`config.mk`:
```
export PLATFORM = sky130hd
export DESIGN_NAME = ecwt_fifo
export DESIGN_NICKNAME = d
export VERILOG_FILES = /design/src/sv/ecwt_pkg.sv /design/src/sv/ecwt_fifo.sv
export SDC_FILE = /design/constraint.sdc
export NUM_CORES = 1
export LEC_CHECK = 0
export ABC_AREA = 1
export BUFFER_PORTS_ARGS = -buffer_cell sky130_fd_sc_hd__buf_4
export CORE_UTILIZATION = 44
export CTS_CLUSTER_DIAMETER = 60
export CTS_CLUSTER_SIZE = 14
export DETAILED_ROUTE_END_ITERATION = 8
export GPL_ROUTABILITY_DRIVEN = 0
export PLACE_DENSITY = 0.68
export SLEW_MARGIN = 25
export SYNTH_ARGS = -nofsm -noshare
export SYNTH_HDL_FRONTEND = slang
export SYNTH_SLANG_ARGS = --single-unit
```
`constraint.sdc`:
```
create_clock -name clk -period 2.06 [get_ports clk]
set_clock_uncertainty 0.05 [all_clocks]
set_input_delay 0.309 -clock clk [delete_from_list [all_inputs] [get_ports clk]]
set_output_delay 0.309 -clock clk [all_outputs]
set_load 0.01 [all_outputs]
```
`src/sv/ecwt_pkg.sv`:
```
package ecwt_pkg;

    localparam int NUM_CHANNELS_DEF = 8;
    localparam int QUEUE_DEPTH_DEF  = 4;

    localparam int PEAK_W  = 12;
    localparam int TIME_W  = 24;
    localparam int POS_W   = 16;
    localparam int RAD_W   = 15;
    localparam int RATIO_W = 8;
    localparam int SUM_W   = 20;
    localparam int USED_W  = 4;
    localparam int ADDR_W  = 5;
    localparam int DATA_W  = 32;

    // peak squared, and the signed weight-times-time product
    localparam int W_W  = 2 * PEAK_W;
    localparam int WT_W = W_W + TIME_W;

    localparam logic [USED_W-1:0] USED_MAX = '1;

    typedef enum logic [2:0] {
        REG_CENTER_X    = 3'd0,
        REG_CENTER_Y    = 3'd1,
        REG_FID_RADIUS  = 3'd2,
        REG_REF_LOW     = 3'd3,
        REG_REF_HIGH    = 3'd4,
        REG_CHAN_MIN    = 3'd5,
        REG_CONTAIN     = 3'd6,
        REG_LG_THRESH   = 3'd7
    } reg_idx_t;

    typedef enum logic [2:0] {
        RSN_PASS       = 3'd0,
        RSN_CHAMBER    = 3'd1,
        RSN_REF_WINDOW = 3'd2,
        RSN_FIDUCIAL   = 3'd3,
        RSN_FEW_CHAN   = 3'd4,
        RSN_CONTAIN    = 3'd5
    } reason_t;

    typedef enum logic [1:0] {
        BK_IDLE,
        BK_PREP,
        BK_DIV,
        BK_DONE
    } back_state_t;

    typedef struct packed {
        logic signed [POS_W-1:0] center_x;
        logic signed [POS_W-1:0] center_y;
        logic [RAD_W-1:0]        fiducial_radius;
        logic [PEAK_W-1:0]       ref_low;
        logic [PEAK_W-1:0]       ref_high;
        logic [PEAK_W-1:0]       channel_min_peak;
        logic [RATIO_W-1:0]      contain_ratio;
        logic [SUM_W-1:0]        lg_sum_threshold;
    } cfg_t;

    localparam cfg_t CFG_RESET = '{
        center_x:         16'sd0,
        center_y:         16'sd0,
        fiducial_radius:  15'd3000,
        ref_low:          12'd200,
        ref_high:         12'd750,
        channel_min_peak: 12'd20,
        contain_ratio:    8'd77,
        lg_sum_threshold: 20'd0
    };

    // cut results gathered by the front end, resolved to a reason in the back end
    typedef struct packed {
        logic chamber_bad;
        logic ref_bad;
        logic fid_bad;
        logic contain_bad;
    } cut_flags_t;

endpackage

```
`src/sv/ecwt_fifo.sv`:
```
module ecwt_fifo #(
    parameter int WIDTH = 8,
    parameter int DEPTH = ecwt_pkg::QUEUE_DEPTH_DEF,
    localparam int PTR_W = (DEPTH > 1) ? $clog2(DEPTH) : 1,
    localparam int LVL_W = $clog2(DEPTH + 1)
) (
    input  logic             clk,
    input  logic             rst_n,
    input  logic             push,
    input  logic [WIDTH-1:0] din,
    input  logic             pop,
    output logic [WIDTH-1:0] dout,
    output logic             empty,
    output logic [LVL_W-1:0] level
);

    logic [WIDTH-1:0] mem_reg [DEPTH];
    logic [PTR_W-1:0] wr_ptr_reg, wr_ptr_next;
    logic [PTR_W-1:0] rd_ptr_reg, rd_ptr_next;
    logic [LVL_W-1:0] level_reg, level_next;

    assign dout  = mem_reg[rd_ptr_reg];
    assign empty = (level_reg == '0);
    assign level = level_reg;

    always_comb
    begin
        wr_ptr_next = wr_ptr_reg;
        rd_ptr_next = rd_ptr_reg;
        level_next  = level_reg;
        if (push)
            wr_ptr_next = (wr_ptr_reg == PTR_W'(DEPTH - 1)) ? '0 : wr_ptr_reg + PTR_W'(1);
        if (pop)
            rd_ptr_next = (rd_ptr_reg == PTR_W'(DEPTH - 1)) ? '0 : rd_ptr_reg + PTR_W'(1);
        if (push && !pop)
            level_next = level_reg + LVL_W'(1);
        else if (pop && !push)
            level_next = level_reg - LVL_W'(1);
    end

    always_ff @(posedge clk or negedge rst_n)
    begin
        if (!rst_n)
        begin
            wr_ptr_reg <= '0;
            rd_ptr_reg <= '0;
            level_reg  <= '0;
        end
        else
        begin
            wr_ptr_reg <= wr_ptr_next;
            rd_ptr_reg <= rd_ptr_next;
            level_reg  <= level_next;
        end
    end

    always_ff @(posedge clk)
    begin
        if (push)
            mem_reg[wr_ptr_reg] <= din;
    end

endmodule

```
==> flow_metrics.py <==
metrics = {
    "hold_path": {
        "hold_start": "din[4]",
        "worstHoldEndpoint": "mem_reg[2][4]",
        "hold_path.class": "in2reg",
        "hold-path-cell-count": 1,
    },
    "clock_network": {
        "cts_buffers": 5,
        "path_clk_slew_ns": 0.08,
        "cts_root_buf": "clkbuf_8",
        "cts_tree": "done",
        "cts_buffer_depth": 2,
        "htreeDepth": 2,
        "post_cts_resized": 0,
        "clock_latency_ns": 0.29,
        "cts.sinks": 39,
    },
    "synth": {
        "yosysSeqAreaShare": 0.668,
        "yosys.area.top_type_share": 0.565,
        "async_flop_share": 0.179,
        "ys.flop_type": "edfxtp_1",
        "synth_seq_cells": 39,
        "syn_avg_cell_area_um2": 11.9,
        "ys.warnings.count": 0,
        "ys_top_cells_by_area": "edfxtp_1 (57%), dfrtp_1 (10%), nand2_1 (8.6%)",
        "synth_edf_count": 32,
        "synth_area_um2": 1700,
        "syn-num-nets": 162,
        "synthCells": 143,
        "yosysUniqueCellTypes": 18,
        "yosys.area.top_type": "edfxtp_1",
    },
    "die": {
        "fp.dieArea_um2": 4120,
        "core_area_um2": 3690,
        "die_x_um": 64.2,
        "boundaryPins": 24,
        "die_y_um": 64.2,
        "rows": 22,
        "start_util": 0.461,
    },
    "final_layout": {
        "largest_register_ffs": 32,
        "syn_to_final_growth_pct": 18.5,
        "fillCellCount": 324,
        "seq_area_um2": 1140,
        "antenna_cells": 0,
        "drive_gt1_frac": 0.192,
        "finalNonFillerCells": 220,
        "multi_input_area_um2": 412,
        "nNetsFinal": 190,
        "utilization": 0.546,
    },
    "run": {
        "cap_violations": 0,
    },
    "routing": {
        "drt_pass1_iterations": 4,
        "antenna_left": 0,
        "remaining_drc_errors": 0,
        "wl_per_cell_um": 12.8,
        "first_iter_violations": 44,
        "via_per_inst": 4.81,
        "wl_um": 2810,
        "via_count": 1059,
    },
    "placed_design": {
        "place_hpwl_um": 1900,
        "dp_worst_setup_slack_ns": 0.460,
        "placed_cells": 211,
        "portBuffers": 23,
    },
    "run_status": {
        "status": "finished clean",
    },
    "global_route": {
        "grt_pass1_wl_um": 4360,
        "grt_max_degree": 34,
        "grt_pass1_vias": 1002,
        "antenna_found_initial": 0,
        "grt_usage": 0.154,
        "overflow": 0,
    },
    "timing": {
        "fmax_mhz": 516,
        "setup_tns_ns": 0,
        "setup_slack_ns": 0.122,
        "rsz0062_at_grt": "no",
        "final_hold_viol_count": 0,
        "period_minus_slack_ns": 1.94,
        "setup_viol": 0,
        "min_period_over_period": 0.941,
        "slew_headroom": 0.664,
        "drv_slew": 0,
        "tightest_slew_ns": 0.503,
    },
    "worst_setup_path": {
        "r2r_cells": 4,
        "worstReg2RegStart": "wr_ptr_reg[0]",
        "worst_setup_path_start_kind": "flop",
        "crit_type": "reg2out",
        "required_ns": 1.70,
        "r2r-end": "mem_reg[2][1]",
        "crit_arrival_ns": 1.58,
        "crit_fanout": 33,
        "worstSetupEndpointType": "output pin",
        "reg2reg_slack_ns": 0.64,
    },
    "pwr": {
        "powerDensity_nw_per_um2": 1330,
        "p_total_w": 0.00269,
        "power_leakage_nw": 0.907,
        "peakVddDrop_mv": 0.690,
    },
}
## critical path, cell delays in order (launching register included)
cell and delay, ns:
dfrtp_1 0.41, inv_2 0.39, nand2_1 0.12, o211ai_1 0.13, nand2_1 0.07, buf_4 0.14
## metrics by stage
step	instance area, um2	hold WS [ns]
floorplan	1700	-0.0366
global placement	1900	0.0760
detailed placement	1900	0.0790
CTS	2010	0.160
global route	2010	0.156
finish	2010	0.161
## kinds of logic (layout without fill, tap and decap cells)
kind of cell | count (synthesis) | count (layout) | share of synthesized area
adders and majority gates | 7 | 7 | 0.0559
and+or+nand+nor | 42 | 42 | 0.0957
xor gates and xnor gates | 1 | 1 | 0.00515
DFF | 39 | 39 | 0.668
buffers and inverters | 33 | 62 | 0.0898
AOI/OAI and AO/OA | 21 | 21 | 0.0854
## synthesized netlist by cell type (2+ instances only)
cell type   n
buf_6       2
dfrtp_1     7
edfxtp_1   32
ha_1        6
inv_1      27
inv_2       2
nand2_1    39
o211ai_1   16
o21ai_0     3
## power by group
part / internal [W] / leakage (nW) / switching (W)
sequential: 0.00105 / 0.378 / 0.000109
clock: 0.000354 / 0.0556 / 0.000255
combinational: 0.000393 / 0.473 / 0.000527
## cell type report
type                            instances  area share
Sequential cell                        39       0.564
Multi-Input combinational cell         71       0.204
Timing Repair Buffer                   25      0.0944
Inverter                               29      0.0540
Clock buffer                            5      0.0342
Tap cell                               48      0.0298
Clock inverter                          3      0.0193
## worst max path at each step
stage	cells after the start	end	startpoint
after floorplan	8	level[2]	pop
after global placement	9	level[2]	pop
after detailed placement	9	level[2]	pop
after CTS	5	dout[7]	rd_ptr_reg[0]
after global routing	5	dout[2]	rd_ptr_reg[0]
final	5	dout[7]	rd_ptr_reg[0]
## metal layers
metal  global-route usage  part of all wire  up-vias
li1                     -                 -      530
met4                0.139             0.036        0
met2                0.243              0.50       32
met3               0.0500             0.060        9
met5                    0                 0        -
met1                0.163              0.40      488
## cells in the final DEF (no fill, tap or decap), drive strengths merged, types with 2 or more instances in the layout
cell type,count
nand2,39
edfxtp,32
inv,29
buf,24
o211ai,16
dfrtp,7
ha,6
clkbuf,5
o21ai,4
clkinv,2
## timing repair
item,in CTS,in global routing
setup buffers,0,0
hold buffers,1,0
setup endpoints to repair,0,0
endpoints found under the hold margin,7,0
No activity file was read; power rests on OpenSTA's default activity.
