**src/sv/ecwt_pkg.sv**
```systemverilog
package ecwt_pkg;

    localparam int NUM_CHANNELS_DEF = 8;
    localparam int QUEUE_DEPTH_DEF  = 4;

    localparam int PEAK_W  = 12;
    localparam int TIME_W  = 24;
    localparam int POS_W   = 16;
    localparam int RAD_W   = 15;
    localparam int RATIO_W = 8;
    localparam int SUM_W   = 20;
    localparam int USED_W  = 4;
    localparam int ADDR_W  = 5;
    localparam int DATA_W  = 32;

    // peak squared, and the signed weight-times-time product
    localparam int W_W  = 2 * PEAK_W;
    localparam int WT_W = W_W + TIME_W;

    localparam logic [USED_W-1:0] USED_MAX = '1;

    typedef enum logic [2:0] {
        REG_CENTER_X    = 3'd0,
        REG_CENTER_Y    = 3'd1,
        REG_FID_RADIUS  = 3'd2,
        REG_REF_LOW     = 3'd3,
        REG_REF_HIGH    = 3'd4,
        REG_CHAN_MIN    = 3'd5,
        REG_CONTAIN     = 3'd6,
        REG_LG_THRESH   = 3'd7
    } reg_idx_t;

    typedef enum logic [2:0] {
        RSN_PASS       = 3'd0,
        RSN_CHAMBER    = 3'd1,
        RSN_REF_WINDOW = 3'd2,
        RSN_FIDUCIAL   = 3'd3,
        RSN_FEW_CHAN   = 3'd4,
        RSN_CONTAIN    = 3'd5
    } reason_t;

    typedef enum logic [1:0] {
        BK_IDLE,
        BK_PREP,
        BK_DIV,
        BK_DONE
    } back_state_t;

    typedef struct packed {
        logic signed [POS_W-1:0] center_x;
        logic signed [POS_W-1:0] center_y;
        logic [RAD_W-1:0]        fiducial_radius;
        logic [PEAK_W-1:0]       ref_low;
        logic [PEAK_W-1:0]       ref_high;
        logic [PEAK_W-1:0]       channel_min_peak;
        logic [RATIO_W-1:0]      contain_ratio;
        logic [SUM_W-1:0]        lg_sum_threshold;
    } cfg_t;

    localparam cfg_t CFG_RESET = '{
        center_x:         16'sd0,
        center_y:         16'sd0,
        fiducial_radius:  15'd3000,
        ref_low:          12'd200,
        ref_high:         12'd750,
        channel_min_peak: 12'd20,
        contain_ratio:    8'd77,
        lg_sum_threshold: 20'd0
    };

    // cut results gathered by the front end, resolved to a reason in the back end
    typedef struct packed {
        logic chamber_bad;
        logic ref_bad;
        logic fid_bad;
        logic contain_bad;
    } cut_flags_t;

endpackage

```
**src/sv/ecwt_regs.sv**
```systemverilog
module ecwt_regs (
    input  logic                       clk,
    input  logic                       rst_n,
    input  logic                       psel,
    input  logic                       penable,
    input  logic                       pwrite,
    input  logic [ecwt_pkg::ADDR_W-1:0] paddr,
    input  logic [ecwt_pkg::DATA_W-1:0] pwdata,
    output logic [ecwt_pkg::DATA_W-1:0] prdata,
    output logic                       pready,
    output ecwt_pkg::cfg_t             cfg
);
    import ecwt_pkg::*;

    cfg_t     cfg_reg;
    cfg_t     cfg_next;
    reg_idx_t idx;
    logic     wr_en;

    assign pready = 1'b1;
    assign idx    = reg_idx_t'(paddr[ADDR_W-1:2]);
    assign wr_en  = psel && penable && pwrite && pready;
    assign cfg    = cfg_reg;

    always_comb
    begin
        cfg_next = cfg_reg;
        if (wr_en)
        begin
            unique case (idx)
                REG_CENTER_X:   cfg_next.center_x         = pwdata[POS_W-1:0];
                REG_CENTER_Y:   cfg_next.center_y         = pwdata[POS_W-1:0];
                REG_FID_RADIUS: cfg_next.fiducial_radius  = pwdata[RAD_W-1:0];
                REG_REF_LOW:    cfg_next.ref_low          = pwdata[PEAK_W-1:0];
                REG_REF_HIGH:   cfg_next.ref_high         = pwdata[PEAK_W-1:0];
                REG_CHAN_MIN:   cfg_next.channel_min_peak = pwdata[PEAK_W-1:0];
                REG_CONTAIN:    cfg_next.contain_ratio    = pwdata[RATIO_W-1:0];
                REG_LG_THRESH:  cfg_next.lg_sum_threshold = pwdata[SUM_W-1:0];
                default:        cfg_next = cfg_reg;
            endcase
        end
    end

    always_comb
    begin
        unique case (idx)
            REG_CENTER_X:   prdata = DATA_W'(unsigned'(cfg_reg.center_x));
            REG_CENTER_Y:   prdata = DATA_W'(unsigned'(cfg_reg.center_y));
            REG_FID_RADIUS: prdata = DATA_W'(cfg_reg.fiducial_radius);
            REG_REF_LOW:    prdata = DATA_W'(cfg_reg.ref_low);
            REG_REF_HIGH:   prdata = DATA_W'(cfg_reg.ref_high);
            REG_CHAN_MIN:   prdata = DATA_W'(cfg_reg.channel_min_peak);
            REG_CONTAIN:    prdata = DATA_W'(cfg_reg.contain_ratio);
            REG_LG_THRESH:  prdata = DATA_W'(cfg_reg.lg_sum_threshold);
            default:        prdata = '0;
        endcase
    end

    always_ff @(posedge clk or negedge rst_n)
    begin
        if (!rst_n)
        begin
            cfg_reg <= CFG_RESET;
        end
        else
        begin
            cfg_reg <= cfg_next;
        end
    end

endmodule

```
**config.mk**
```make
export PLATFORM = sky130hd
export DESIGN_NAME = ecwt_regs
export DESIGN_NICKNAME = d
export VERILOG_FILES = /design/src/sv/ecwt_pkg.sv /design/src/sv/ecwt_regs.sv
export SDC_FILE = /design/constraint.sdc
export NUM_CORES = 1
export LEC_CHECK = 0
export BUFFER_PORTS_ARGS = -buffer_cell sky130_fd_sc_hd__buf_2
export CAP_MARGIN = 20
export CORE_MARGIN = 1.5
export CORE_UTILIZATION = 45
export CTS_CLUSTER_SIZE = 40
export DETAILED_ROUTE_END_ITERATION = 8
export GPL_ROUTABILITY_DRIVEN = 0
export GPL_TIMING_DRIVEN = 0
export MAX_ROUTING_LAYER = met4
export PLACE_DENSITY = 0.86
export SETUP_SLACK_MARGIN = 0.05
export SKIP_LAST_GASP = 1
export SLEW_MARGIN = 20
export SYNTH_ARGS = -nofsm -noshare
export SYNTH_HDL_FRONTEND = slang
export SYNTH_SLANG_ARGS = --single-unit
```
**constraint.sdc**
```tcl
create_clock -name clk -period 1 [get_ports clk]
set_input_delay 0 -clock clk [delete_from_list [all_inputs] [get_ports clk]]
set_output_delay 0 -clock clk [all_outputs]
set_load 0.1 [all_outputs]
```
==> results_dict.tcl <==
set metrics [dict create \
    dp.cells 715 \
    final_cell_area_sq_um 10700 \
    cts_tree "yes" \
    die-area_sq_um 12300 \
    worstPathCellList "buf_12, buf_4, buf_2, mux2i_1, o21ai_0, nand2_1, a31oi_4, buf_12" \
    rr_endpoint "cfg[73]$_DFFE_PN1P_" \
    overflow 0 \
    place_ws_ps -1120 \
    clk_latency_ps 360 \
    rsz0062_at_grt "true" \
    clock.fmax_mhz 539 \
    ys_ff_latch 111 \
    path_common_cell "buf_12" \
    finalHoldViolCount 0 \
    mostFrequentLayoutCells "buf_12 (138), mux2_4 (90), dfrtp_2 (55)" \
    synth_area_leaders "dfrtp_1 (42%), mux2_2 (21%), dfstp_2 (11%), mux2i_1 (5.1%), mux2_4 (2.9%)" \
    rrSetupSlack_ps -180 \
    violations "setup timing" \
    syn2layout_area_growth_pct 103 \
    min_period_ps 1860 \
    cts.sinks 111 \
    grt_max_degree 58 \
    setup_ws_ps -856 \
    drtAntennaViolNets 0 \
    reg2regPathDepth 4 \
    path_class "in2out" \
    ys_warn_count 0 \
    first_global_vias 5097 \
    drt-total-wl_microns 24800 \
    diodes 0 \
    setup_violations 161 \
    die_h_microns 111 \
    route.detailed.drc 0 \
    status "complete, but fails checks" \
    cp-start-kind "primary input" \
    cts_root_buffer "clkbuf_16" \
    groute.usage.overall_pct 36.9 \
    startpoint "paddr[3]" \
    antenna_found_initial 0 \
    slew_viol_final 0 \
    finalSetupTns_ps -22520 \
    reg2reg_from "cfg[73]$_DFFE_PN1P_" \
    seq_power_share_pct 26.7 \
    yosysTopAreaCell "dfrtp_1" \
    required_ps 1000 \
    relSlewSlack_pct 47.5 \
    stdcell_count 812 \
    ir_drop_mv 2.07 \
    arrival_ps 1860 \
    die_x_microns 111 \
    p_clk_share_pct 15.4 \
    hp-class "in2async" \
    postSynthCellCount 404 \
    switchingPower_mw 13.0 \
    pwr-share-comb_pct 57.9 \
    cp-endpoint "prdata[0]" \
    syn_area_sq_um 5260 \
    yosysSeqAreaShare_pct 53.3 \
    htreeDepth 3 \
    cp_max_fo 10 \
    fp-row-count 39 \
    yosys.area.top_type_share_pct 41.9 \
    fillers 285 \
    cts_buffer_depth 2 \
    drv_cap 0 \
    max_stage_delay_ps 470 \
    path_clk_slew_ps 80 \
    largest_reg_flops 111 \
    regArea_sq_um 3080 \
    dr_total_vias 4948 \
    dp_hpwl_microns 10800 \
    cpMaxStageDelayCell "buf_2" \
    final_util_pct 93.6 \
    drtPass1Iterations 5 \
    clock_skew_ps 0 \
    cts_buffers 9 \
    intPower_mw 14.4 \
    worstSetupEndpointType "primary output" \
    drt_iter0_markers 410 \
    ios 186 \
    leakagePower_nw 4.60 \
    multi_input_area_sq_um 3000 \
    power_density_nw_per_um2 2560 \
    routed_via_density 6.09 \
    grt_pass1_wl_microns 32800 \
    wl_per_cell_microns 30.5 \
    final_common_cell "buf_12" \
    start_util_pct 46.1 \
    p_sw_share_pct 47.5 \
    min_period_over_period_pct 186 \
    core_area_sq_um 11400 \
    drive_above_1_share_pct 83.3 \
    synth_cell_types 37 \
    final_nets 706 \
    place_area_sq_um 7100 \
    syn_avg_cell_area_sq_um 13.0 \
    io_buffers 156 \
    worstMarginPinSlew_ps 787 \
]
[how the worst min path moves through the flow]
stage,cells past startpoint,to,slack [ps]
after detailed placement,1,cfg[57]$_DFFE_PN0P_,7
after global placement,2,cfg[19]$_DFFE_PN0P_,230
after CTS,5,cfg[78]$_DFFE_PN0P_,110
final,2,cfg[100]$_DFFE_PN0P_,130
after floorplan,0,cfg[0]$_DFFE_PN0P_,-300
after global routing,2,cfg[25]$_DFFE_PN0P_,160
[what timing repair did]
item / CTS / global route
hold buffers: 21 / 0
gates resized for setup: 554 / 121
endpoints found under the setup margin: 201 / 244
hold endpoints to repair: 157 / 0
pin swaps: 22 / 30
buffers inserted: 22 / 42
cloned: 3 / 1
[stage by stage]
step                      total power, mW  hold slack (ps)
final                                27.4              132
after global routing                 27.8              157
after CTS                            25.8              112
after detailed placement             17.7             6.77
after global placement               17.5              232
after floorplan                      16.1             -296
[metal layers]
metal,wire (microns),share of wire [%],vias up,GRT usage (%)
li1,-,-,1947,-
met4,1470,6.0,0,18.5
met3,1990,8.0,118,7.38
met2,12400,50,393,61.1
met5,0,0,-,-
met1,8900,36,2490,43.1
[worst max-delay path: cells and delay by family]
kind / cells / cell delay [ps]
AO/OA/AOI/OAI: 2 / 520
buffers and inverters: 4 / 970
AND/OR/NAND/NOR: 1 / 180
multiplexers: 1 / 170
[synth_stat cells, drive strengths merged]
master and instances:
mux2 108, dfrtp 88, buf 34, mux2i 27, dfstp 23, nor2 22
nand2 12, a21oi 11, o22ai 9, nand2b 8, o22a 8, a211oi 7
o21ai 7, clkbuf 5, inv 5, and2 4, nor2b 4, nand3 3
o21bai 3, a222oi 2, conb 2, or3 2, a21o 1, a22oi 1
a31oi 1, and3 1, mux4 1, nand3b 1, nand4 1, nand4b 1
nor3 1, o31ai 1
[layout make-up]
| type | instances | share of cell area, % |
|---|---|---|
| inverters | 5 | 0.176 |
| multi-input cells | 260 | 28.0 |
| repair buffers | 240 | 34.6 |
| well taps | 143 | 1.67 |
| flip-flops and latches | 111 | 28.8 |
| clock buffers | 11 | 2.18 |
| clock inverters | 5 | 1.01 |
| plain buffers | 37 | 3.51 |
[power by group through the flow]
stage	Sequential (mW)	Clock [mW]	Combinational (mW)
final	7.33	4.22	15.9
after CTS	7.13	4.16	14.5
after global placement	6.61	0	10.9
after global routing	7.37	4.39	16.1
after detailed placement	6.70	0	11.0
after floorplan	13.2	0	2.93
[cell families after synthesis]
group	share of synthesized area [%]
flops	53.3
mux	29.4
simple gates	6.04
buf+inv	4.61
compound gates	6.47
other cells	0.143
(Power assumes the default switching activity.)
