$ cat src/sv/ecwt_pkg.sv
package ecwt_pkg;

    localparam int NUM_CHANNELS_DEF = 8;
    localparam int QUEUE_DEPTH_DEF  = 4;

    localparam int PEAK_W  = 12;
    localparam int TIME_W  = 24;
    localparam int POS_W   = 16;
    localparam int RAD_W   = 15;
    localparam int RATIO_W = 8;
    localparam int SUM_W   = 20;
    localparam int USED_W  = 4;
    localparam int ADDR_W  = 5;
    localparam int DATA_W  = 32;

    // peak squared, and the signed weight-times-time product
    localparam int W_W  = 2 * PEAK_W;
    localparam int WT_W = W_W + TIME_W;

    localparam logic [USED_W-1:0] USED_MAX = '1;

    typedef enum logic [2:0] {
        REG_CENTER_X    = 3'd0,
        REG_CENTER_Y    = 3'd1,
        REG_FID_RADIUS  = 3'd2,
        REG_REF_LOW     = 3'd3,
        REG_REF_HIGH    = 3'd4,
        REG_CHAN_MIN    = 3'd5,
        REG_CONTAIN     = 3'd6,
        REG_LG_THRESH   = 3'd7
    } reg_idx_t;

    typedef enum logic [2:0] {
        RSN_PASS       = 3'd0,
        RSN_CHAMBER    = 3'd1,
        RSN_REF_WINDOW = 3'd2,
        RSN_FIDUCIAL   = 3'd3,
        RSN_FEW_CHAN   = 3'd4,
        RSN_CONTAIN    = 3'd5
    } reason_t;

    typedef enum logic [1:0] {
        BK_IDLE,
        BK_PREP,
        BK_DIV,
        BK_DONE
    } back_state_t;

    typedef struct packed {
        logic signed [POS_W-1:0] center_x;
        logic signed [POS_W-1:0] center_y;
        logic [RAD_W-1:0]        fiducial_radius;
        logic [PEAK_W-1:0]       ref_low;
        logic [PEAK_W-1:0]       ref_high;
        logic [PEAK_W-1:0]       channel_min_peak;
        logic [RATIO_W-1:0]      contain_ratio;
        logic [SUM_W-1:0]        lg_sum_threshold;
    } cfg_t;

    localparam cfg_t CFG_RESET = '{
        center_x:         16'sd0,
        center_y:         16'sd0,
        fiducial_radius:  15'd3000,
        ref_low:          12'd200,
        ref_high:         12'd750,
        channel_min_peak: 12'd20,
        contain_ratio:    8'd77,
        lg_sum_threshold: 20'd0
    };

    // cut results gathered by the front end, resolved to a reason in the back end
    typedef struct packed {
        logic chamber_bad;
        logic ref_bad;
        logic fid_bad;
        logic contain_bad;
    } cut_flags_t;

endpackage

$ cat src/sv/ecwt_out_if.sv
interface ecwt_out_if;
    import ecwt_pkg::*;

    logic                     valid;
    logic                     ready;
    logic                     accepted;
    logic signed [TIME_W-1:0] combo_time;
    logic [USED_W-1:0]        used_channels;
    logic [2:0]               reject_reason;

    modport source (
        output valid, accepted, combo_time, used_channels, reject_reason,
        input  ready
    );

    modport sink (
        input  valid, accepted, combo_time, used_channels, reject_reason,
        output ready
    );

endinterface

$ cat src/sv/ecwt_back.sv
module ecwt_back #(
    parameter int NUM_CHANNELS = ecwt_pkg::NUM_CHANNELS_DEF,
    localparam int VCNT_W = $clog2(NUM_CHANNELS + 1),
    localparam int WSUM_W = ecwt_pkg::W_W + $clog2(NUM_CHANNELS),
    localparam int TSUM_W = ecwt_pkg::WT_W + $clog2(NUM_CHANNELS)
) (
    input  logic                      clk,
    input  logic                      rst_n,
    input  logic                      job_empty,
    input  ecwt_pkg::cut_flags_t      job_flags,
    input  logic [VCNT_W-1:0]         job_vcnt,
    input  logic [WSUM_W-1:0]         job_wsum,
    input  logic signed [TSUM_W-1:0]  job_tsum,
    output logic                      job_pop,
    ecwt_out_if.source                out_ch
);
    import ecwt_pkg::*;

    localparam int Q_W    = TIME_W;
    localparam int STEP_W = $clog2(Q_W);
    localparam int DVD_W  = TSUM_W + 1;

    back_state_t state_reg, state_next;

    logic                 neg_reg, neg_next;
    logic [TSUM_W-1:0]    mag_reg, mag_next;
    logic [WSUM_W-1:0]    den_reg, den_next;
    logic [WSUM_W-1:0]    rem_reg, rem_next;
    logic [Q_W-1:0]       dvd_reg, dvd_next;
    logic [Q_W-1:0]       quo_reg, quo_next;
    logic [STEP_W-1:0]    step_reg, step_next;
    logic [VCNT_W-1:0]    vcnt_reg, vcnt_next;

    logic                     out_valid_reg, out_valid_next;
    logic                     accepted_reg, accepted_next;
    logic signed [TIME_W-1:0] combo_reg, combo_next;
    logic [USED_W-1:0]        used_reg, used_next;
    reason_t                  reason_reg, reason_next;

    reason_t              job_reason;
    logic                 out_free;
    logic [DVD_W-1:0]     rounded;
    logic [WSUM_W:0]      trial;
    logic                 fits;
    logic [7:0]           vcnt_wide;
    logic [USED_W-1:0]    job_used;
    logic [USED_W-1:0]    hold_used;

    assign out_free = !out_valid_reg || out_ch.ready;

    // first failing cut wins
    always_comb
    begin
        if (job_flags.chamber_bad)
            job_reason = RSN_CHAMBER;
        else if (job_flags.ref_bad)
            job_reason = RSN_REF_WINDOW;
        else if (job_flags.fid_bad)
            job_reason = RSN_FIDUCIAL;
        else if ((job_vcnt < VCNT_W'(2)) || (job_wsum == '0))
            job_reason = RSN_FEW_CHAN;
        else if (job_flags.contain_bad)
            job_reason = RSN_CONTAIN;
        else
            job_reason = RSN_PASS;
    end

    assign vcnt_wide = 8'(job_vcnt);
    assign job_used  = (vcnt_wide > 8'(USED_MAX)) ? USED_MAX : USED_W'(vcnt_wide);
    assign hold_used = (8'(vcnt_reg) > 8'(USED_MAX)) ? USED_MAX : USED_W'(8'(vcnt_reg));

    // round half away from zero: add half the divisor to the magnitude
    assign rounded = {1'b0, mag_reg} + DVD_W'(den_reg >> 1);
    assign trial   = {rem_reg, dvd_reg[Q_W-1]};
    assign fits    = (trial >= {1'b0, den_reg});

    always_comb
    begin
        state_next     = state_reg;
        neg_next       = neg_reg;
        mag_next       = mag_reg;
        den_next       = den_reg;
        rem_next       = rem_reg;
        dvd_next       = dvd_reg;
        quo_next       = quo_reg;
        step_next      = step_reg;
        vcnt_next      = vcnt_reg;
        out_valid_next = out_valid_reg && !out_ch.ready;
        accepted_next  = accepted_reg;
        combo_next     = combo_reg;
        used_next      = used_reg;
        reason_next    = reason_reg;
        job_pop        = 1'b0;

        unique case (state_reg)
            BK_IDLE:
            begin
                if (!job_empty)
                begin
                    if (job_reason != RSN_PASS)
                    begin
                        if (out_free)
                        begin
                            job_pop        = 1'b1;
                            out_valid_next = 1'b1;
                            accepted_next  = 1'b0;
                            combo_next     = '0;
                            used_next      = job_used;
                            reason_next    = job_reason;
                        end
                    end
                    else
                    begin
                        job_pop    = 1'b1;
                        neg_next   = job_tsum[TSUM_W-1];
                        mag_next   = job_tsum[TSUM_W-1] ? unsigned'(-job_tsum)
                                                        : unsigned'(job_tsum);
                        den_next   = job_wsum;
                        vcnt_next  = job_vcnt;
                        state_next = BK_PREP;
                    end
                end
            end

            BK_PREP:
            begin
                rem_next   = WSUM_W'(rounded >> Q_W);
                dvd_next   = rounded[Q_W-1:0];
                quo_next   = '0;
                step_next  = '0;
                state_next = BK_DIV;
            end

            BK_DIV:
            begin
                // one quotient bit per cycle
                rem_next  = fits ? WSUM_W'(trial - {1'b0, den_reg}) : trial[WSUM_W-1:0];
                quo_next  = {quo_reg[Q_W-2:0], fits};
                dvd_next  = {dvd_reg[Q_W-2:0], 1'b0};
                step_next = step_reg + STEP_W'(1);
                if (step_reg == STEP_W'(Q_W - 1))
                    state_next = BK_DONE;
            end

            BK_DONE:
            begin
                if (out_free)
                begin
                    out_valid_next = 1'b1;
                    accepted_next  = 1'b1;
                    combo_next     = neg_reg ? -signed'(quo_reg) : signed'(quo_reg);
                    used_next      = hold_used;
                    reason_next    = RSN_PASS;
                    state_next     = BK_IDLE;
                end
            end

            default:
            begin
                state_next = BK_IDLE;
            end
        endcase
    end

    assign out_ch.valid         = out_valid_reg;
    assign out_ch.accepted      = accepted_reg;
    assign out_ch.combo_time    = combo_reg;
    assign out_ch.used_channels = used_reg;
    assign out_ch.reject_reason = reason_reg;

    always_ff @(posedge clk or negedge rst_n)
    begin
        if (!rst_n)
        begin
            state_reg     <= BK_IDLE;
            out_valid_reg <= 1'b0;
        end
        else
        begin
            state_reg     <= state_next;
            out_valid_reg <= out_valid_next;
        end
    end

    always_ff @(posedge clk)
    begin
        neg_reg      <= neg_next;
        mag_reg      <= mag_next;
        den_reg      <= den_next;
        rem_reg      <= rem_next;
        dvd_reg      <= dvd_next;
        quo_reg      <= quo_next;
        step_reg     <= step_next;
        vcnt_reg     <= vcnt_next;
        accepted_reg <= accepted_next;
        combo_reg    <= combo_next;
        used_reg     <= used_next;
        reason_reg   <= reason_next;
    end

endmodule

$ cat src/flat_wrapper.sv
// flat-port wrapper written by rule: the top's interface ports become plain ports
module ecwt_back_flat import ecwt_pkg::*;
#(
    parameter int NUM_CHANNELS = ecwt_pkg::NUM_CHANNELS_DEF,
    localparam int VCNT_W = $clog2(NUM_CHANNELS + 1),
    localparam int WSUM_W = ecwt_pkg::W_W + $clog2(NUM_CHANNELS),
    localparam int TSUM_W = ecwt_pkg::WT_W + $clog2(NUM_CHANNELS)
)
  (clk, rst_n, job_empty, job_flags, job_vcnt, job_wsum, job_tsum, job_pop, out_ch_valid, out_ch_accepted, out_ch_combo_time, out_ch_used_channels, out_ch_reject_reason, out_ch_ready);
  ecwt_out_if out_ch_i ();
  input  logic clk;
  input  logic rst_n;
  input  logic job_empty;
  input  ecwt_pkg::cut_flags_t job_flags;
  input  logic [VCNT_W-1:0] job_vcnt;
  input  logic [WSUM_W-1:0] job_wsum;
  input  logic signed [TSUM_W-1:0] job_tsum;
  output logic job_pop;
  output wire logic [$bits(out_ch_i.valid)-1:0] out_ch_valid;
  output wire logic [$bits(out_ch_i.accepted)-1:0] out_ch_accepted;
  output wire logic [$bits(out_ch_i.combo_time)-1:0] out_ch_combo_time;
  output wire logic [$bits(out_ch_i.used_channels)-1:0] out_ch_used_channels;
  output wire logic [$bits(out_ch_i.reject_reason)-1:0] out_ch_reject_reason;
  input wire logic [$bits(out_ch_i.ready)-1:0] out_ch_ready;
  assign out_ch_valid = out_ch_i.valid;
  assign out_ch_accepted = out_ch_i.accepted;
  assign out_ch_combo_time = out_ch_i.combo_time;
  assign out_ch_used_channels = out_ch_i.used_channels;
  assign out_ch_reject_reason = out_ch_i.reject_reason;
  assign out_ch_i.ready = out_ch_ready;
  ecwt_back #(.NUM_CHANNELS(NUM_CHANNELS)) u_core (.clk(clk), .rst_n(rst_n), .job_empty(job_empty), .job_flags(job_flags), .job_vcnt(job_vcnt), .job_wsum(job_wsum), .job_tsum(job_tsum), .job_pop(job_pop), .out_ch(out_ch_i));
endmodule
$ cat config.mk
export PLATFORM = sky130hd
export DESIGN_NAME = ecwt_back_flat
export DESIGN_NICKNAME = d
export VERILOG_FILES = /design/src/sv/ecwt_pkg.sv /design/src/sv/ecwt_out_if.sv /design/src/sv/ecwt_back.sv /design/src/flat_wrapper.sv
export SDC_FILE = /design/constraint.sdc
export NUM_CORES = 1
export LEC_CHECK = 0
export BUFFER_PORTS_ARGS = -buffer_cell sky130_fd_sc_hd__buf_2
export CORE_MARGIN = 1.5
export CORE_UTILIZATION = 41
export DETAILED_ROUTE_END_ITERATION = 12
export PLACE_DENSITY = 0.61
export SLEW_MARGIN = 20
export SYNTH_ARGS = -nofsm -noshare
export SYNTH_HDL_FRONTEND = slang
export SYNTH_SLANG_ARGS = --single-unit
$ cat constraint.sdc
create_clock -name clk -period 14.8 [get_ports clk]
set_clock_uncertainty 0.15 [all_clocks]
set_input_delay 2.96 -clock clk [delete_from_list [all_inputs] [get_ports clk]]
set_output_delay 2.96 -clock clk [all_outputs]
set_load 0.01 [all_outputs]
==> out/results.ini <==
[setup_path]
arrival_ps=4690
r2r-start=u_core.den_reg[1]
worstSetupStartpoint=job_wsum[24]
criticalPathCategory=in2out
cp_max_fo=3
crit_path_end_kind=output pin
start_kind=input pin
critPathRequiredTime_ps=11690

[sta]
rsz0062_at_grt=no
period_minus_slack_ps=7798
max_freq_mhz=128.2
drv_slew=0
post-route-period-util_pct=52.69
finalSetupTns_ps=0
relSlewSlack_pct=28.47
setup_viol=0
worst_pin_slew_ps=1073
finalHoldViolCount=0

[drt]
ant_nets=0
vias=8639
drt_pass1_iterations=5
drt-vias-per-instance=5.264
wl_um=26150
routedWlPerCell_um=15.94
drc=0
initialDrtViolationCount=527

[min_path]
hp-class=reg2reg
min_from=u_core.dvd_reg[20]

[clock_network]
cts_tree=yes
clkLatencyLatePin_ps=440
cts_buffers=17
cts_root_buf=clkbuf_16
cts_sinks=198
clk_pin_slew_worst_paths_ps=80
cts.hold.buffers_added=0
cts_setup_buffers=0
htree_levels=4
clk_path_buf_depth=2
post_cts_resized=0

[floorplan]
placementRows=62
ios=124
die-area_um2=30460
die-width_um=174.5
initial_core_util_pct=41.80
core_region_area_um2=28860
die_h_um=174.5

[outcome]
outcome=finished, final reports clean

[yosys]
async_flop_share_pct=1.515
netlist_instances=1130
yosys_warnings=0
synth_ff_type=edfxtp_1
ys_ff_latch=198
netlist_area_um2=12060
synthAdderAreaFrac_pct=6.452
syn_area_per_cell_um2=10.67
synth-edff-count=195
syn-num-nets=1281
synth_compound_area_share_pct=14.23
yosysMostFrequentCell=edfxtp_1
synth_top_area_cell=edfxtp_1
yosysSeqAreaShare_pct=49.17
synth_cell_types=62
synth_xor_area_share_pct=10.09
yosysTopAreaCellShare_pct=48.55
synthSimpleGateAreaFrac_pct=15.01
synthMuxAreaShare_pct=2.396
synthTopCellsByArea=edfxtp_1, xnor2_1, ha_1, o21ai_0, nand2_1
ys_top_cells_by_count=edfxtp_1, nand2_1, xnor2_1
synth_top_family_by_area=simple AND/OR/NAND/NOR gates

[power_and_ir_drop]
finalPower_mw=2.343
seqPwrFrac_pct=41.6
ir_drop_uv=141.3
clock_power_share_pct=19.9
p_sw_mw=0.8617
power-per-cell-area_nw_per_um2=171.0
internal_power_mw=1.482
switching_share_pct=36.77
p_comb_share_pct=38.5
p_leak_nw=5.104

[placement]
gp_congestion=0.8128
place_area_um2=13110
dpl.hpwl_um=19570
port_buffers=123

[cells_and_area]
fin_util_pct=47.49
drive_gt1_share_pct=15.59
area_growth_pct=13.63
fin_nets=1395
final_area_um2=13710
n_antenna_cell=0
largest_reg_flops=51

[global_route]
grt-ovfl-total=0
antenna_found_initial=2
grt_pass1_wl_um=42180
grt_use_total_pct=17.45
grt_max_degree=81
first_global_vias=8132

[flow_run]
drv_cap=0

-- through the flow --
stage | setup WS (ps) | hold slack, ps | instances
global route | 6914 | 415.3 | 1641
finish | 7002 | 383.3 | 1641
global placement | 7067 | 358.5 | 1608
detailed placement | 7030 | 366.6 | 1608
floorplan | 7234 | 348.4 | 1130
CTS | 7025 | 384.7 | 1640
-- layer usage --
layer / global-route usage, % / wire [um] / part of all wire, %
met1: 24.71 / 12890 / 49
met2: 28.04 / 11770 / 45
met3: 2.450 / 1153 / 4.4
met4: 4.701 / 344 / 1.3
met5: 0 / 0 / 0
-- final timing paths --
kind                                       end  slack (ps)  depth (start not counted)
max                                    job_pop        7000                          8
min                         u_core.dvd_reg[21]         380                          2
max reg2reg                 u_core.rem_reg[26]       10730                         11
min reg2reg                 u_core.dvd_reg[21]         380                          2
max in group asynchronous  u_core.state_reg[1]       12230                          1
min in group asynchronous  u_core.out_ch.valid        2160                          1
-- cell usage in the layout (no fill, tap or decap), drive strengths merged, types with 6 or more instances in the layout --
master and count:
edfxtp 195, buf 130, nand2 109, xnor2 108, o21ai 91, and2 59, ha 59, inv 58
nor2 55, a21oi 52, xor2 31, nand3 26, o31ai 23, a21o 18, clkbuf 17, mux2 15
o21a 14, nor4 13, nand2b 13, or3 13, nor3 12, nor2b 12, o211ai 12, mux2i 12
o41ai 12, or4 10, nand4 8, o21bai 8, and3 7, clkinv 6
-- worst max-delay path: stages --
cell and delay [ps]:
buf_2 140, nor4_1 420, nand4_1 360, o32ai_1 270, nor2_1 120, nand2_1 160
a21oi_1 90, buf_2 160
-- power groups by stage --
stage | Sequential (mW) | Combinational (mW) | Clock (mW)
6_report | 0.975 | 0.901 | 0.467
5_1_grt | 0.995 | 1.02 | 0.498
4_1_cts | 0.976 | 0.910 | 0.480
3_5_place_dp | 0.987 | 0.906 | 0
3_3_place_gp | 0.984 | 0.894 | 0
2_1_floorplan | 0.994 | 0.663 | 0
-- area by class of cell --
| cell class | instances | area [um^2] |
|---|---|---|
| sequential | 198 | 5931 |
| tap | 384 | 480.5 |
| fill | 2748 | 15150 |
| timing repair buffer | 130 | 675.6 |
| multi-input combinational | 847 | 5847 |
| clock buffer | 17 | 425.4 |
| clock inverter | 15 | 158.9 |
| inverter | 50 | 187.7 |
-- logic make-up (layout without fill, tap and decap cells) --
| logic type | after synthesis | after routing |
|---|---|---|
| adder cells (fa/ha/maj) | 61 | 61 |
| AND/OR/NAND/NOR | 352 | 352 |
| multiplexers | 27 | 27 |
| XOR/XNOR | 139 | 139 |
| buffers and inverters | 85 | 212 |
| flip-flops | 198 | 198 |
| AO/OA/AOI/OAI | 268 | 268 |
Note: power is estimated with default switching activity, not from simulation.
