## config.mk

```make
export PLATFORM = sky130hd
export DESIGN_NAME = ecwt_front_flat
export DESIGN_NICKNAME = d
export VERILOG_FILES = /design/src/sv/ecwt_pkg.sv /design/src/sv/ecwt_in_if.sv /design/src/sv/ecwt_front.sv /design/src/flat_wrapper.sv
export SDC_FILE = /design/constraint.sdc
export NUM_CORES = 2
export LEC_CHECK = 0
export BUFFER_PORTS_ARGS = -buffer_cell sky130_fd_sc_hd__buf_2
export CORE_UTILIZATION = 45
export CTS_CLUSTER_SIZE = 12
export DETAILED_ROUTE_END_ITERATION = 10
export PLACE_DENSITY_LB_ADDON = 0.25
export SYNTH_ARGS = -nofsm -noshare
export SYNTH_HDL_FRONTEND = slang
export SYNTH_SLANG_ARGS = --single-unit
```

## constraint.sdc

```tcl
create_clock -name clk -period 7.4 [get_ports clk]
set_input_delay 0.37 -clock clk [delete_from_list [all_inputs] [get_ports clk]]
set_output_delay 0.37 -clock clk [all_outputs]
set_load 0.03 [all_outputs]
```

## src/sv/ecwt_pkg.sv

```systemverilog
package ecwt_pkg;

    localparam int NUM_CHANNELS_DEF = 8;
    localparam int QUEUE_DEPTH_DEF  = 4;

    localparam int PEAK_W  = 12;
    localparam int TIME_W  = 24;
    localparam int POS_W   = 16;
    localparam int RAD_W   = 15;
    localparam int RATIO_W = 8;
    localparam int SUM_W   = 20;
    localparam int USED_W  = 4;
    localparam int ADDR_W  = 5;
    localparam int DATA_W  = 32;

    // peak squared, and the signed weight-times-time product
    localparam int W_W  = 2 * PEAK_W;
    localparam int WT_W = W_W + TIME_W;

    localparam logic [USED_W-1:0] USED_MAX = '1;

    typedef enum logic [2:0] {
        REG_CENTER_X    = 3'd0,
        REG_CENTER_Y    = 3'd1,
        REG_FID_RADIUS  = 3'd2,
        REG_REF_LOW     = 3'd3,
        REG_REF_HIGH    = 3'd4,
        REG_CHAN_MIN    = 3'd5,
        REG_CONTAIN     = 3'd6,
        REG_LG_THRESH   = 3'd7
    } reg_idx_t;

    typedef enum logic [2:0] {
        RSN_PASS       = 3'd0,
        RSN_CHAMBER    = 3'd1,
        RSN_REF_WINDOW = 3'd2,
        RSN_FIDUCIAL   = 3'd3,
        RSN_FEW_CHAN   = 3'd4,
        RSN_CONTAIN    = 3'd5
    } reason_t;

    typedef enum logic [1:0] {
        BK_IDLE,
        BK_PREP,
        BK_DIV,
        BK_DONE
    } back_state_t;

    typedef struct packed {
        logic signed [POS_W-1:0] center_x;
        logic signed [POS_W-1:0] center_y;
        logic [RAD_W-1:0]        fiducial_radius;
        logic [PEAK_W-1:0]       ref_low;
        logic [PEAK_W-1:0]       ref_high;
        logic [PEAK_W-1:0]       channel_min_peak;
        logic [RATIO_W-1:0]      contain_ratio;
        logic [SUM_W-1:0]        lg_sum_threshold;
    } cfg_t;

    localparam cfg_t CFG_RESET = '{
        center_x:         16'sd0,
        center_y:         16'sd0,
        fiducial_radius:  15'd3000,
        ref_low:          12'd200,
        ref_high:         12'd750,
        channel_min_peak: 12'd20,
        contain_ratio:    8'd77,
        lg_sum_threshold: 20'd0
    };

    // cut results gathered by the front end, resolved to a reason in the back end
    typedef struct packed {
        logic chamber_bad;
        logic ref_bad;
        logic fid_bad;
        logic contain_bad;
    } cut_flags_t;

endpackage

```

## src/sv/ecwt_in_if.sv

```systemverilog
interface ecwt_in_if;
    import ecwt_pkg::*;

    logic                     valid;
    logic                     ready;
    logic [PEAK_W-1:0]        chan_peak;
    logic signed [TIME_W-1:0] chan_time;
    logic                     time_ok;
    logic                     last_channel;
    logic signed [POS_W-1:0]  track_x;
    logic signed [POS_W-1:0]  track_y;
    logic                     chamber_ok;
    logic [PEAK_W-1:0]        ref_peak;
    logic [SUM_W-1:0]         lg_sum;
    logic [SUM_W-1:0]         pb_sum;

    modport source (
        output valid, chan_peak, chan_time, time_ok, last_channel, track_x, track_y,
               chamber_ok, ref_peak, lg_sum, pb_sum,
        input  ready
    );

    modport sink (
        input  valid, chan_peak, chan_time, time_ok, last_channel, track_x, track_y,
               chamber_ok, ref_peak, lg_sum, pb_sum,
        output ready
    );

endinterface

```

## src/sv/ecwt_front.sv

```systemverilog
module ecwt_front #(
    parameter int NUM_CHANNELS = ecwt_pkg::NUM_CHANNELS_DEF,
    parameter int QUEUE_DEPTH  = ecwt_pkg::QUEUE_DEPTH_DEF,
    localparam int VCNT_W = $clog2(NUM_CHANNELS + 1),
    localparam int WSUM_W = ecwt_pkg::W_W + $clog2(NUM_CHANNELS),
    localparam int TSUM_W = ecwt_pkg::WT_W + $clog2(NUM_CHANNELS),
    localparam int LVL_W  = $clog2(QUEUE_DEPTH + 1)
) (
    input  logic                      clk,
    input  logic                      rst_n,
    input  ecwt_pkg::cfg_t            cfg,
    ecwt_in_if.sink                   in_ch,
    input  logic [LVL_W-1:0]          queue_level,
    output logic                      job_valid,
    output ecwt_pkg::cut_flags_t      job_flags,
    output logic [VCNT_W-1:0]         job_vcnt,
    output logic [WSUM_W-1:0]         job_wsum,
    output logic signed [TSUM_W-1:0]  job_tsum
);
    import ecwt_pkg::*;

    localparam int D_W   = POS_W + 1;
    localparam int D2_W  = 2 * D_W;
    localparam int R2_W  = 2 * RAD_W;
    localparam int CR_W  = RATIO_W + SUM_W;
    localparam int CNT_W = LVL_W + 2;

    logic accept;

    // channel position within the event
    logic [VCNT_W-1:0] chan_idx_reg, chan_idx_next;
    logic              in_range;

    // stage 1: qualify, offsets from the beam center, reference window
    logic                     s1_v_reg;
    logic                     s1_last_reg, s1_use_reg;
    logic [PEAK_W-1:0]        s1_peak_reg;
    logic signed [TIME_W-1:0] s1_time_reg;
    logic signed [D_W-1:0]    s1_dx_reg, s1_dy_reg;
    logic                     s1_chamber_bad_reg, s1_ref_bad_reg;
    logic [SUM_W-1:0]         s1_lg_reg, s1_pb_reg;

    // stage 2: squares and the containment product
    logic                     s2_v_reg;
    logic                     s2_last_reg, s2_use_reg;
    logic [W_W-1:0]           s2_w_reg;
    logic signed [TIME_W-1:0] s2_time_reg;
    logic [D2_W-1:0]          s2_dx2_reg, s2_dy2_reg;
    logic [R2_W-1:0]          s2_r2_reg;
    logic [CR_W-1:0]          s2_crlg_reg;
    logic                     s2_chamber_bad_reg, s2_ref_bad_reg;
    logic [SUM_W-1:0]         s2_lg_reg, s2_pb_reg;

    // stage 3: weighted time and cut compares
    logic                     s3_v_reg;
    logic                     s3_last_reg, s3_use_reg;
    logic [W_W-1:0]           s3_w_reg;
    logic signed [WT_W-1:0]   s3_wt_reg;
    cut_flags_t               s3_flags_reg;

    logic signed [D2_W-1:0]   dx2_full, dy2_full;
    logic signed [WT_W:0]     wt_full;
    logic [D2_W:0]            d2_sum;

    // event accumulators
    logic [WSUM_W-1:0]        wsum_reg, wsum_next, wsum_add;
    logic signed [TSUM_W-1:0] tsum_reg, tsum_next, tsum_add;
    logic [VCNT_W-1:0]        vcnt_reg, vcnt_next, vcnt_add;

    logic [CNT_W-1:0]         lasts_in_flight;
    logic [CNT_W-1:0]         committed;

    // hold input until every event in flight is sure of a queue slot
    assign lasts_in_flight = CNT_W'(s1_v_reg && s1_last_reg) + CNT_W'(s2_v_reg && s2_last_reg)
                           + CNT_W'(s3_v_reg && s3_last_reg);
    assign committed   = CNT_W'(queue_level) + lasts_in_flight;
    assign in_ch.ready = (committed < CNT_W'(QUEUE_DEPTH));
    assign accept      = in_ch.valid && in_ch.ready;

    assign in_range = (chan_idx_reg < VCNT_W'(NUM_CHANNELS));

    always_comb
    begin
        chan_idx_next = chan_idx_reg;
        if (accept)
        begin
            if (in_ch.last_channel)
                chan_idx_next = '0;
            else if (in_range)
                chan_idx_next = chan_idx_reg + VCNT_W'(1);
        end
    end

    assign dx2_full = D2_W'(s1_dx_reg) * D2_W'(s1_dx_reg);
    assign dy2_full = D2_W'(s1_dy_reg) * D2_W'(s1_dy_reg);
    assign wt_full  = (WT_W + 1)'($signed({1'b0, s2_w_reg})) * (WT_W + 1)'(s2_time_reg);
    assign d2_sum   = {1'b0, s2_dx2_reg} + {1'b0, s2_dy2_reg};

    assign wsum_add = wsum_reg + WSUM_W'(s3_w_reg);
    assign tsum_add = tsum_reg + TSUM_W'(s3_wt_reg);
    assign vcnt_add = vcnt_reg + VCNT_W'(s3_use_reg);

    always_comb
    begin
        wsum_next = wsum_reg;
        tsum_next = tsum_reg;
        vcnt_next = vcnt_reg;
        if (s3_v_reg)
        begin
            if (s3_last_reg)
            begin
                wsum_next = '0;
                tsum_next = '0;
                vcnt_next = '0;
            end
            else
            begin
                wsum_next = wsum_add;
                tsum_next = tsum_add;
                vcnt_next = vcnt_add;
            end
        end
    end

    assign job_valid = s3_v_reg && s3_last_reg;
    assign job_flags = s3_flags_reg;
    assign job_wsum  = wsum_add;
    assign job_tsum  = tsum_add;
    assign job_vcnt  = vcnt_add;

    always_ff @(posedge clk or negedge rst_n)
    begin
        if (!rst_n)
        begin
            chan_idx_reg <= '0;
            s1_v_reg     <= 1'b0;
            s2_v_reg     <= 1'b0;
            s3_v_reg     <= 1'b0;
            wsum_reg     <= '0;
            tsum_reg     <= '0;
            vcnt_reg     <= '0;
        end
        else
        begin
            chan_idx_reg <= chan_idx_next;
            s1_v_reg     <= accept;
            s2_v_reg     <= s1_v_reg;
            s3_v_reg     <= s2_v_reg;
            wsum_reg     <= wsum_next;
            tsum_reg     <= tsum_next;
            vcnt_reg     <= vcnt_next;
        end
    end

    always_ff @(posedge clk)
    begin
        s1_last_reg        <= in_ch.last_channel;
        s1_use_reg         <= in_range && in_ch.time_ok
                              && (in_ch.chan_peak >= cfg.channel_min_peak);
        s1_peak_reg        <= in_ch.chan_peak;
        s1_time_reg        <= in_ch.chan_time;
        s1_dx_reg          <= D_W'(in_ch.track_x) - D_W'(cfg.center_x);
        s1_dy_reg          <= D_W'(in_ch.track_y) - D_W'(cfg.center_y);
        s1_chamber_bad_reg <= !in_ch.chamber_ok;
        s1_ref_bad_reg     <= (in_ch.ref_peak < cfg.ref_low) || (in_ch.ref_peak > cfg.ref_high);
        s1_lg_reg          <= in_ch.lg_sum;
        s1_pb_reg          <= in_ch.pb_sum;

        s2_last_reg        <= s1_last_reg;
        s2_use_reg         <= s1_use_reg;
        s2_w_reg           <= s1_use_reg ? W_W'(s1_peak_reg) * W_W'(s1_peak_reg) : '0;
        s2_time_reg        <= s1_time_reg;
        s2_dx2_reg         <= unsigned'(dx2_full);
        s2_dy2_reg         <= unsigned'(dy2_full);
        s2_r2_reg          <= R2_W'(cfg.fiducial_radius) * R2_W'(cfg.fiducial_radius);
        s2_crlg_reg        <= CR_W'(cfg.contain_ratio) * CR_W'(s1_lg_reg);
        s2_chamber_bad_reg <= s1_chamber_bad_reg;
        s2_ref_bad_reg     <= s1_ref_bad_reg;
        s2_lg_reg          <= s1_lg_reg;
        s2_pb_reg          <= s1_pb_reg;

        s3_last_reg              <= s2_last_reg;
        s3_use_reg               <= s2_use_reg;
        s3_w_reg                 <= s2_w_reg;
        s3_wt_reg                <= wt_full[WT_W-1:0];
        s3_flags_reg.chamber_bad <= s2_chamber_bad_reg;
        s3_flags_reg.ref_bad     <= s2_ref_bad_reg;
        s3_flags_reg.fid_bad     <= (d2_sum >= (D2_W + 1)'(s2_r2_reg));
        s3_flags_reg.contain_bad <= (s2_lg_reg > cfg.lg_sum_threshold)
                                    && ({s2_pb_reg, 8'd0} >= s2_crlg_reg);
    end

endmodule

```

## src/flat_wrapper.sv

```systemverilog
// flat-port wrapper written by rule: the top's interface ports become plain ports
module ecwt_front_flat import ecwt_pkg::*;
#(
    parameter int NUM_CHANNELS = ecwt_pkg::NUM_CHANNELS_DEF,
    parameter int QUEUE_DEPTH  = ecwt_pkg::QUEUE_DEPTH_DEF,
    localparam int VCNT_W = $clog2(NUM_CHANNELS + 1),
    localparam int WSUM_W = ecwt_pkg::W_W + $clog2(NUM_CHANNELS),
    localparam int TSUM_W = ecwt_pkg::WT_W + $clog2(NUM_CHANNELS),
    localparam int LVL_W  = $clog2(QUEUE_DEPTH + 1)
)
  (clk, rst_n, cfg, queue_level, job_valid, job_flags, job_vcnt, job_wsum, job_tsum, in_ch_valid, in_ch_chan_peak, in_ch_chan_time, in_ch_time_ok, in_ch_last_channel, in_ch_track_x, in_ch_track_y, in_ch_chamber_ok, in_ch_ref_peak, in_ch_lg_sum, in_ch_pb_sum, in_ch_ready);
  ecwt_in_if in_ch_i ();
  input  logic clk;
  input  logic rst_n;
  input  ecwt_pkg::cfg_t cfg;
  input  logic [LVL_W-1:0] queue_level;
  output logic job_valid;
  output ecwt_pkg::cut_flags_t job_flags;
  output logic [VCNT_W-1:0] job_vcnt;
  output logic [WSUM_W-1:0] job_wsum;
  output logic signed [TSUM_W-1:0] job_tsum;
  input wire logic [$bits(in_ch_i.valid)-1:0] in_ch_valid;
  input wire logic [$bits(in_ch_i.chan_peak)-1:0] in_ch_chan_peak;
  input wire logic [$bits(in_ch_i.chan_time)-1:0] in_ch_chan_time;
  input wire logic [$bits(in_ch_i.time_ok)-1:0] in_ch_time_ok;
  input wire logic [$bits(in_ch_i.last_channel)-1:0] in_ch_last_channel;
  input wire logic [$bits(in_ch_i.track_x)-1:0] in_ch_track_x;
  input wire logic [$bits(in_ch_i.track_y)-1:0] in_ch_track_y;
  input wire logic [$bits(in_ch_i.chamber_ok)-1:0] in_ch_chamber_ok;
  input wire logic [$bits(in_ch_i.ref_peak)-1:0] in_ch_ref_peak;
  input wire logic [$bits(in_ch_i.lg_sum)-1:0] in_ch_lg_sum;
  input wire logic [$bits(in_ch_i.pb_sum)-1:0] in_ch_pb_sum;
  output wire logic [$bits(in_ch_i.ready)-1:0] in_ch_ready;
  assign in_ch_i.valid = in_ch_valid;
  assign in_ch_i.chan_peak = in_ch_chan_peak;
  assign in_ch_i.chan_time = in_ch_chan_time;
  assign in_ch_i.time_ok = in_ch_time_ok;
  assign in_ch_i.last_channel = in_ch_last_channel;
  assign in_ch_i.track_x = in_ch_track_x;
  assign in_ch_i.track_y = in_ch_track_y;
  assign in_ch_i.chamber_ok = in_ch_chamber_ok;
  assign in_ch_i.ref_peak = in_ch_ref_peak;
  assign in_ch_i.lg_sum = in_ch_lg_sum;
  assign in_ch_i.pb_sum = in_ch_pb_sum;
  assign in_ch_ready = in_ch_i.ready;
  ecwt_front #(.NUM_CHANNELS(NUM_CHANNELS), .QUEUE_DEPTH(QUEUE_DEPTH)) u_core (.clk(clk), .rst_n(rst_n), .cfg(cfg), .in_ch(in_ch_i), .queue_level(queue_level), .job_valid(job_valid), .job_flags(job_flags), .job_vcnt(job_vcnt), .job_wsum(job_wsum), .job_tsum(job_tsum));
endmodule
```

==> results_dict.tcl <==
set metrics [dict create \
    fin_crit_sh_pct 96.6 \
    grt_pass1_vias 56506 \
    largest_reg_flops 51 \
    cap_violations 0 \
    clockBufferDepth 3 \
    dp.cells 10254 \
    startpoint_type "flip-flop" \
    synthCells 7848 \
    synthMostInstantiatedCell "inv_1" \
    ant_nets 0 \
    final.min_clock_period_ps 7150 \
    yosysTopAreaCell "fa_1" \
    root_buffer "clkbuf_16" \
    core.rowCount 148 \
    port_buffers 327 \
    critPathMaxFanout 14 \
    drt-pass1-iter-count 6 \
    maxSlewViolCount 0 \
    postRouteWirelength_um 179000 \
    wl_per_cell_um 17.1 \
    vias 53037 \
    r2r-end "u_core.s3_wt_reg[46]$_DFF_P_" \
    crit_type "flip-flop to flip-flop" \
    stdcell_count 10463 \
    synth_cell_types 89 \
    place_congestion 0.934 \
    rsz0062_at_grt "false" \
    ys_seq_elements 494 \
    hold_path_end "u_core.s1_dy_reg[4]$_DFF_P_" \
    status "finished clean" \
    clock_latency_ps 680 \
    max_slew.worst_pin.slew_ps 985 \
    gr-usage-all-layers_pct 22.2 \
    grt_pass1_wl_um 296000 \
    final-setup-viol-count 0 \
    avgSynthCellArea_um2 9.41 \
    rr_worst_depth 24 \
    drive_above_1_share_pct 8.53 \
    cts.clk_slew.worst_paths_ps 70 \
    dpl.hpwl_um 150000 \
    fin_setup_tns_ps 0 \
    crit_required_ps 8020 \
    ys.flop_type "dfxtp_1" \
    max_slew_margin_pct 33.8 \
    areaGrowthSynthToFinish_pct 10.4 \
    critPathCaptureType "flip-flop" \
    nFillCells 15273 \
    hold_viol_final 0 \
    vias_per_cell 5.07 \
    die_area_um2 166000 \
    synthTopCellsByArea "fa_1 (36%), ha_1 (14%), dfxtp_1 (11%)" \
    antenna_found_initial 3 \
    fmax_mhz 140 \
    synthesis.area_um2 73900 \
    synth_warnings 0 \
    synth_common_cells "inv_1 (1720), fa_1 (1338), ha_1 (819)" \
    grt_overflow 0 \
    synth-async-reset-ratio_pct 18.0 \
    htree_levels 3 \
    grt_max_degree 87 \
    cts_buffers 67 \
    cts_setup_buffers 0 \
    min_from "in_ch_track_y[4]" \
    die_y_um 407 \
    cts_tree "done" \
    holdCritPathClass "input port to flip-flop" \
    ios 328 \
    core_um2 163000 \
    regToRegSetupSlack_ps 250 \
    seq_area_frac_synth_pct 14.0 \
    drt_first_iter_violations 2882 \
    drc 0 \
    start_util_pct 45.3 \
    cts_sinks 494 \
    synth_top_area_share_pct 36.3 \
    synth-edff-count 0 \
    clock_skew_ps 38.1 \
    rr_startpoint "u_core.s2_time_reg[12]$_DFF_P_" \
    cp.arrival_ps 7760 \
    final_nets 10633 \
    hold_depth 4 \
    dieWidth_um 407 \
]
-- final cells by class --
class,instances,area (um^2),area share [%]
Antenna cell,1,2.50,0.00307
Clock buffer,83,1840,2.25
Clock inverter,37,450,0.552
Inverter,1722,6460,7.92
Multi-Input combinational cell,5407,56200,68.9
Sequential cell,494,10400,12.7
Tap cell,2175,2720,3.34
Timing Repair Buffer,544,3490,4.28
-- worst max-delay path, stage by stage, from the launching register on --
cell and delay [ps]:
dfxtp_1 750, buf_4 290, and2_1 170, fa_1 390, inv_1 80, fa_1 400
inv_1 90, fa_1 450, fa_1 580, fa_1 430, fa_1 490, inv_1 50
fa_1 540, inv_1 60, ha_1 350, a21o_1 190, a21oi_1 280, o211a_1 200
a221oi_1 110, buf_4 180, a21oi_2 160, a21oi_1 140, o211a_1 240, a221oi_1 290
xnor2_1 150
-- routing by layer --
metal	global-route usage [%]	routed length, um
met1	30.4	80200
met2	35.8	82400
met3	3.96	10800
met4	6.52	5410
met5	0	0
-- timing repair --
item	CTS	global route
setup endpoints to repair	0	5
hold endpoints to repair	135	0
hold buffers	88	0
gates resized for setup	0	25
-- through the flow --
| stage | setup WS [ps] | hold slack [ps] | instance area [um^2] | utilization, % |
|---|---|---|---|---|
| 2_1_floorplan | 831 | 74.4 | 73900 | - |
| 3_3_place_gp | 194 | 310 | 78400 | 48.1 |
| 4_1_cts | 97.4 | 5.46 | 81500 | 50.0 |
| 5_1_grt | 6.33 | 60.0 | 81600 | 50.1 |
| 3_5_place_dp | 105 | 312 | 78400 | 48.1 |
| 6_report | 250 | 66.8 | 81600 | 50.1 |
-- worst max path at each step --
| stage | start | to |
|---|---|---|
| after floorplan | u_core.s2_w_reg[19]$_SDFF_PN0_ | u_core.s3_wt_reg[47]$_DFF_P_ |
| after global placement | u_core.s2_w_reg[10]$_SDFF_PN0_ | u_core.s3_wt_reg[46]$_DFF_P_ |
| after detailed placement | u_core.s2_w_reg[6]$_SDFF_PN0_ | u_core.s3_wt_reg[46]$_DFF_P_ |
| after CTS | u_core.s2_w_reg[6]$_SDFF_PN0_ | u_core.s3_wt_reg[46]$_DFF_P_ |
| after global routing | u_core.s2_time_reg[14]$_DFF_P_ | u_core.s3_wt_reg[46]$_DFF_P_ |
| final | u_core.s2_time_reg[12]$_DFF_P_ | u_core.s3_wt_reg[46]$_DFF_P_ |
-- cells by family after synthesis --
group           Yosys count  share of synthesized area [%]
compound gates          917                           8.42
xor+xnor                316                           3.75
fa+ha+maj              2157                           50.1
buf+inv                1954                           9.93
flops                   494                           14.0
mux                       9                          0.129
other cells               2                         0.0102
simple gates           1999                           13.6
-- layout by cell type (no fill, tap or decap), types with 13 or more instances in the layout --
cell           count
inv_1           1719
fa_1            1338
ha_1             819
nand2_1          681
and2_1           596
dfxtp_1          381
buf_2            326
a21oi_1          269
nor2_1           256
xnor2_1          225
nor2b_1          132
buf_4            130
o21ai_0          124
a21o_1           122
xor2_1            91
dlygate4sd3_1     88
dfrtp_1           88
nand2b_1          76
a31o_2            72
clkbuf_16         69
nand3_1           61
nor3_1            49
nand4_1           44
o21a_1            41
o21bai_1          36
and3_1            33
a31oi_1           29
o21ai_1           24
dfxtp_2           24
a211oi_1          20
or3_1             16
o22ai_1           13
Power is left out: the tool's default activity adds up to more than one toggle a clock period on the data nets, which glitch-free logic cannot reach.
